[src/hw/rtl/cmpq_pkg.sv]
// types, constants and command codes for the coin meter pulse queue
package cmpq_pkg;

    localparam int CHANNELS  = 4;
    localparam int COUNT_W   = 16;
    localparam int AMOUNT_W  = 16;
    localparam int METER_W   = 4;
    localparam int SUM_W     = ((COUNT_W > AMOUNT_W) ? COUNT_W : AMOUNT_W) + 1;

    localparam logic [1:0] PHASE_ON  = 2'd2;
    localparam logic [1:0] PHASE_OFF = 2'd1;

    typedef enum logic [2:0] {
        CMD_TICK  = 3'd0,
        CMD_ADD   = 3'd1,
        CMD_CLEAR = 3'd2,
        CMD_OPEN  = 3'd3,
        CMD_CLOSE = 3'd4
    } cmd_t;

    typedef struct packed {
        logic [2:0]          cmd;
        logic [1:0]          channel;
        logic [AMOUNT_W-1:0] amount;
    } req_beat_t;

    typedef struct packed {
        logic [METER_W-1:0] meters;
        logic               status;
    } rsp_beat_t;

    // per-channel control for one processed beat
    typedef struct packed {
        logic                step;
        logic                tick;
        logic                clear;
        logic                add;
        logic [AMOUNT_W-1:0] amount;
    } chan_ctl_t;

endpackage

[src/hw/rtl/coin_meter_pulse_queue.sv]
// top level: command register, channel array and response register
// Takes one command beat per cycle while rsp_stall stays low. A beat sits in the
// command register, where the open/close flags and all channels update in parallel,
// and its response (latched meter bits after the command, and a refused flag)
// is registered into the response register when the beat advances. Ticks run a
// three-tick on/off/idle cycle per channel with pending pulses; add and clear
// are refused until the block is open. Meter bits above bit 3 are not shown.
module coin_meter_pulse_queue (
    input  logic                clk,
    input  logic                rst_n,
    input  logic                req_valid,
    output logic                req_stall,
    input  cmpq_pkg::req_beat_t req,
    output logic                rsp_valid,
    input  logic                rsp_stall,
    output cmpq_pkg::rsp_beat_t rsp
);
    import cmpq_pkg::*;

    logic          cmd_valid_reg;
    req_beat_t     cmd_reg;
    logic          advance;
    logic          rsp_valid_reg, rsp_valid_next;
    rsp_beat_t     rsp_reg, rsp_next;
    logic          init_reg, init_next;
    logic          open_reg, open_next;
    logic          status;
    logic          do_tick, do_clear, do_add;
    logic [CHANNELS-1:0] meter_next;
    chan_ctl_t     ctl [CHANNELS];

    // command register moves on when the response slot is free or draining
    assign advance   = cmd_valid_reg && !(rsp_valid_reg && rsp_stall);
    assign req_stall = cmd_valid_reg && !advance;

    always_ff @(posedge clk or negedge rst_n)
    begin
        if (!rst_n)
            cmd_valid_reg <= 1'b0;
        else if (!req_stall)
            cmd_valid_reg <= req_valid;
    end

    always_ff @(posedge clk)
    begin
        if (req_valid && !req_stall)
            cmd_reg <= req;
    end

    always_comb
    begin
        init_next = init_reg;
        open_next = open_reg;
        status    = 1'b0;
        do_tick   = 1'b0;
        do_clear  = 1'b0;
        do_add    = 1'b0;
        case (cmd_reg.cmd)
            CMD_TICK:
                do_tick = init_reg;
            CMD_OPEN:
            begin
                do_clear  = 1'b1;
                init_next = 1'b1;
                open_next = 1'b1;
            end
            CMD_CLOSE:
                open_next = 1'b0;
            CMD_ADD:
            begin
                if (!init_reg || !open_reg || 32'(cmd_reg.channel) >= CHANNELS)
                    status = 1'b1;
                else
                    do_add = 1'b1;
            end
            CMD_CLEAR:
            begin
                if (!init_reg || !open_reg)
                    status = 1'b1;
                else
                    do_clear = 1'b1;
            end
            default:
                status = 1'b1;
        endcase
    end

    always_ff @(posedge clk or negedge rst_n)
    begin
        if (!rst_n)
        begin
            init_reg <= 1'b0;
            open_reg <= 1'b0;
        end
        else if (advance)
        begin
            init_reg <= init_next;
            open_reg <= open_next;
        end
    end

    for (genvar i = 0; i < CHANNELS; i++)
    begin : g_chan
        always_comb
        begin
            ctl[i].step   = advance;
            ctl[i].tick   = do_tick;
            ctl[i].clear  = do_clear;
            ctl[i].add    = do_add && (32'(cmd_reg.channel) == i);
            ctl[i].amount = cmd_reg.amount;
        end

        cmpq_chan u_chan (
            .clk        (clk),
            .rst_n      (rst_n),
            .ctl        (ctl[i]),
            .meter_next (meter_next[i])
        );
    end

    for (genvar j = 0; j < METER_W; j++)
    begin : g_meter
        if (j < CHANNELS)
        begin : g_used
            assign rsp_next.meters[j] = meter_next[j];
        end
        else
        begin : g_pad
            assign rsp_next.meters[j] = 1'b0;
        end
    end

    assign rsp_next.status = status;

    always_comb
    begin
        if (advance)
            rsp_valid_next = 1'b1;
        else if (rsp_stall)
            rsp_valid_next = rsp_valid_reg;
        else
            rsp_valid_next = 1'b0;
    end

    always_ff @(posedge clk or negedge rst_n)
    begin
        if (!rst_n)
            rsp_valid_reg <= 1'b0;
        else
            rsp_valid_reg <= rsp_valid_next;
    end

    always_ff @(posedge clk)
    begin
        if (advance)
            rsp_reg <= rsp_next;
    end

    assign rsp_valid = rsp_valid_reg;
    assign rsp       = rsp_reg;

endmodule

[src/hw/rtl/cmpq_chan.sv]
// one meter channel: pending count, pulse phase and drive bit
module cmpq_chan (
    input  logic              clk,
    input  logic              rst_n,
    input  cmpq_pkg::chan_ctl_t ctl,
    output logic              meter_next
);
    import cmpq_pkg::*;

    logic [COUNT_W-1:0] count_reg, count_next;
    logic [1:0]         phase_reg, phase_next;
    logic               active_reg, active_next;
    logic               meter_reg;
    logic [SUM_W-1:0]   sum;
    logic [1:0]         phase_eff;

    always_comb
    begin
        count_next  = count_reg;
        phase_next  = phase_reg;
        active_next = active_reg;
        meter_next  = meter_reg;
        sum         = SUM_W'(count_reg) + SUM_W'(ctl.amount);
        // an idle channel starts its cycle at the turn-on phase
        phase_eff   = active_reg ? phase_reg : PHASE_ON;
        if (ctl.clear)
        begin
            count_next  = '0;
            phase_next  = '0;
            active_next = 1'b0;
            meter_next  = 1'b0;
        end
        else if (ctl.add)
        begin
            if (sum > SUM_W'({COUNT_W{1'b1}}))
                count_next = '1;
            else
                count_next = sum[COUNT_W-1:0];
        end
        else if (ctl.tick && count_reg != '0)
        begin
            case (phase_eff)
                PHASE_ON:
                begin
                    meter_next  = 1'b1;
                    phase_next  = PHASE_OFF;
                    active_next = 1'b1;
                end
                PHASE_OFF:
                begin
                    meter_next  = 1'b0;
                    phase_next  = 2'd0;
                    active_next = 1'b1;
                end
                default:
                begin
                    active_next = 1'b0;
                    count_next  = count_reg - COUNT_W'(1);
                    phase_next  = 2'd0;
                end
            endcase
        end
    end

    always_ff @(posedge clk or negedge rst_n)
    begin
        if (!rst_n)
        begin
            count_reg  <= '0;
            phase_reg  <= '0;
            active_reg <= 1'b0;
            meter_reg  <= 1'b0;
        end
        else if (ctl.step)
        begin
            count_reg  <= count_next;
            phase_reg  <= phase_next;
            active_reg <= active_next;
            meter_reg  <= meter_next;
        end
    end

endmodule

[config.mk]
export PLATFORM = sky130hd
export DESIGN_NAME = coin_meter_pulse_queue
export DESIGN_NICKNAME = d
export VERILOG_FILES = /design/src/hw/rtl/cmpq_pkg.sv /design/src/hw/rtl/coin_meter_pulse_queue.sv /design/src/hw/rtl/cmpq_chan.sv
export SDC_FILE = /design/constraint.sdc
export NUM_CORES = 1
export LEC_CHECK = 0
export ABC_AREA = 1
export ABC_CLOCK_PERIOD_IN_PS = 2800
export BUFFER_PORTS_ARGS = -buffer_cell sky130_fd_sc_hd__buf_2
export CAP_MARGIN = 5
export CORE_ASPECT_RATIO = 2
export CORE_MARGIN = 2
export CORE_UTILIZATION = 55
export CTS_BUF_LIST = sky130_fd_sc_hd__clkbuf_8 sky130_fd_sc_hd__clkbuf_16
export DETAILED_ROUTE_END_ITERATION = 8
export PLACE_DENSITY_LB_ADDON = 0.3
export SYNTH_ARGS = -nofsm -noshare
export SYNTH_HDL_FRONTEND = slang
export SYNTH_SLANG_ARGS = --single-unit
[constraint.sdc]
create_clock -name clk -period 2.8 [get_ports clk]
set_input_delay 0.56 -clock clk [delete_from_list [all_inputs] [get_ports clk]]
set_output_delay 0.56 -clock clk [all_outputs]
set_load 0.05 [all_outputs]
==> summary.txt <==
STA
  • Setup tns final: 0 ps
  • Fin crit period: 2580 ps
  • Pin slew with the least headroom to its limit: 550 ps
  • Max Clk Rate: between 300 and 400 MHz
  • Final worst slack: between 200 and 250 ps
  • Relative slew slack: 63.4%
  • RSZ-0062 raised after global routing: no
  • Fin crit share: 92.0%
  • Final Hold Viols: 0
  • Skew final: 9.12 ps
  • Final setup vio count: 0
  • Max-slew violation count: 0

Worst setup path
  • Reg2reg setup slack: 220 ps
  • CP Launch Type: flop
  • Critical path data arrival time: around 2800 ps
  • Crit path buffers/inverters: 2
  • CP required: 3060 ps
  • Worst Setup Path Type: reg2reg
  • R2r worst-path depth: 12
  • Critical path's top delay family: simple AND/OR/NAND/NOR gates
  • CP most frequent cell: nand2_1
  • Worst Path Max Fanout: 14
  • Slowest CP cell: edfxtp_1
  • Crit end category: flop
  • CP Cell Sequence: ha_1, nand2_1, inv_1, nand2_1, nand2_1, a21oi_1, nand2_1, nor2_2, buf_4, nand2_1, nand3_1, nand2_1
  • R2R Path Start: cmd_reg[14]
  • Max incr delay on CP: 620 ps
  • Worst reg2reg endpoint: g_chan[3].u_chan.count_reg[6]

Clock network
  • Hold-fix buffer count after cts: 0
  • H-tree depth: 3
  • Clock slew at reported path FFs: 70 ps
  • TritonCTS Buffers: 9
  • Worst skew pair latency: 380 ps
  • Clk buf depth: 2
  • CTS sink count: about 110
  • CTS root buf: clkbuf_16
  • TritonCTS clock tree: done
  • Post-cts sizing count: 0
  • Post-CTS setup buffers: 0

Logic synthesis
  • Mean cell area of the mapped netlist: 5.97 um^2
  • Largest family of logic cells by synthesized area: simple AND/OR/NAND/NOR gates
  • Register area share after synthesis: 26.0%
  • Synthesis Warnings: 0
  • Synth unique cells: 36
  • #FFs+latches synth: between 100 and 150
  • Adder-cell area share of the yosys netlist: 8.71%
  • Mapped Nets: approximately 1900
  • Synth Area in Simple Gates: 46.5%
  • Cell count after synthesis: 1789
  • Mux contribution to synthesized area: 0%
  • Compound-gate portion of the synthesized area: 4.94%
  • XOR/XNOR Fraction of Synth Area: 3.61%
  • Cell Area, Synth: between 10000 and 15000 um^2

Layout
  • Nets: 1916
  • Commonest non-fill, non-tap cell in the layout: nand2_1
  • Most frequent cells in the layout: nand2_1, inv_1, nor2_1, nand3_1, dfrtp_1
  • Share of layout cells above drive strength 1: roughly 4.9%
  • FF+latch area: 2780 um^2
  • Inserted Diodes: 0
  • Multi-input logic area: 6810 um^2
  • # fillers: 1928
  • Area Growth Syn to Fin: 6.70%
  • Max reg flops: 64

Global routing
  • Vias in the first global route: 10794
  • Antenna violations before repair: 0
  • Largest net degree at the start of global routing: 37
  • Total grt overflow: 0
  • Global-route wire length before repair: 50400 um
  • GRT Overall Usage: 31.3%

Floorplanning
  • Starting density of the core: 55.7%
  • IO Pins: 32
  • Die footprint: 20600 um^2
  • Chip width: 103 um
  • # rows: 72
  • Die height: 201 um
  • Core ar.: 19200 um^2

Pwr
  • P_int: 0.00525 W
  • Flop pwr share: between 20% and 30%
  • Comb power frac: 62.9%
  • Cell leakage power: approximately 6.5 nW
  • Clk pwr share: 11.2%
  • Sw Ratio: ~53%
  • Net Sw Power: around 0.006 W
  • Worst vdd ir: 0.675 mV
  • PD cells: 982 nW/um^2

Run
  • Max-cap violations: 0

Routing
  • Remaining antenna violation count: 0
  • Drt drc: 0
  • Total wire length: 30800 um
  • Initial drt markers: 519
  • First-pass iteration count of the detailed router: 8
  • DR vias/cell: 5.26
  • Vias: 10947
  • Routed WL per cell: 14.8 um

Status
  • Status: finished clean

Place
  • Port buffer count: 31
  • Dpl ws: between 300 and 400 ps
  • RD Place Congestion: ~0.98
  • DP Wirelength: 24400 um

Worst hold path
  • Worst hold path class: in2async
==> logic make-up (layout without fill, tap and decap cells) <==
logic type                 Yosys count  in the layout
and+or+nand+nor                   1194           1194
buffers and inverters              272            307
DFF                                106            106
AOI/OAI and AO/OA                  101            101
adders and majority gates           72             72
xor gates and xnor gates            44             44
==> stage by stage <==
stage	hold slack [ps]	cells	cell area, um^2	power [W]	util, %
after floorplan	264	1789	10700	0.00815	-
after detailed placement	463	2067	11100	0.00986	58.0
final	160	2083	11400	0.0112	59.4
after global placement	448	2067	11100	0.00972	58.0
after global routing	185	2083	11400	0.0124	59.4
after CTS	171	2083	11400	0.0111	59.4
==> synth_stat cells <==
cell type / instances / area share [%]
and3_1: 1 / 0.059
fa_1: 4 / 0.75
buf_4: 5 / 0.35
or2_2: 9 / 0.53
nor3_1: 13 / 0.61
buf_6: 5 / 0.53
nand3b_4: 1 / 0.19
nand3_2: 5 / 0.47
nand3_1: 95 / 4.5
or2_1: 1 / 0.059
nand4_1: 20 / 1.2
buf_2: 13 / 0.61
and2_1: 6 / 0.35
nand3b_1: 35 / 2.5
edfxtp_1: 26 / 7.3
xnor2_1: 30 / 2.5
o2111ai_1: 3 / 0.25
nor3_4: 1 / 0.15
a31oi_1: 3 / 0.18
o211ai_1: 1 / 0.070
a21oi_1: 58 / 2.7
dfrtp_1: 80 / 19
nor2_1: 207 / 7.3
nand3_4: 2 / 0.33
o21ai_0: 33 / 1.5
nor2_2: 2 / 0.12
inv_2: 1 / 0.035
nor2_4: 3 / 0.32
ha_1: 68 / 8.0
inv_1: 242 / 8.5
o31ai_1: 1 / 0.070
clkbuf_1: 6 / 0.21
nand2_2: 3 / 0.18
nand2_1: 790 / 28
xor2_1: 14 / 1.1
o22ai_1: 2 / 0.12
==> worst max path at each step <==
| stage | slack, ps | start | cells past startpoint | end |
|---|---|---|---|---|
| global route | 140 | cmd_reg[1] | 14 | g_chan[3].u_chan.count_reg[14] |
| CTS | 290 | cmd_reg[14] | 12 | g_chan[3].u_chan.count_reg[14] |
| floorplan | 510 | rsp_valid | 5 | cmd_reg[0] |
| global placement | 330 | cmd_reg[14] | 12 | g_chan[3].u_chan.count_reg[14] |
| detailed placement | 300 | cmd_reg[14] | 12 | g_chan[3].u_chan.count_reg[14] |
| finish | 220 | cmd_reg[14] | 12 | g_chan[3].u_chan.count_reg[6] |
==> cell type report <==
cell class              count  area share, %
well taps                 259           2.84
repair buffers             48           2.61
flip-flops and latches    106           24.4
clock inverters             7          0.417
inverters                 243           8.00
multi-input cells        1411           59.7
clock buffers               9           1.98
==> power groups by stage <==
| stage | sequential [W] | combinational, W | clock (W) |
|---|---|---|---|
| after detailed placement | 0.00289 | 0.00697 | 0 |
| after global routing | 0.00297 | 0.00807 | 0.00132 |
| final | 0.00290 | 0.00704 | 0.00125 |
| after global placement | 0.00288 | 0.00684 | 0 |
| after CTS | 0.00287 | 0.00701 | 0.00127 |
| after floorplan | 0.00264 | 0.00551 | 0 |
==> per-layer routing <==
layer	vias up	GRT usage (%)	part of all wire [%]
li1	5617	-	-
met4	0	19.4	6.5
met2	292	57.2	54
met1	4934	32.8	36
met3	104	3.33	3.4
met5	-	0	0
No activity file was read; power rests on OpenSTA's default activity.
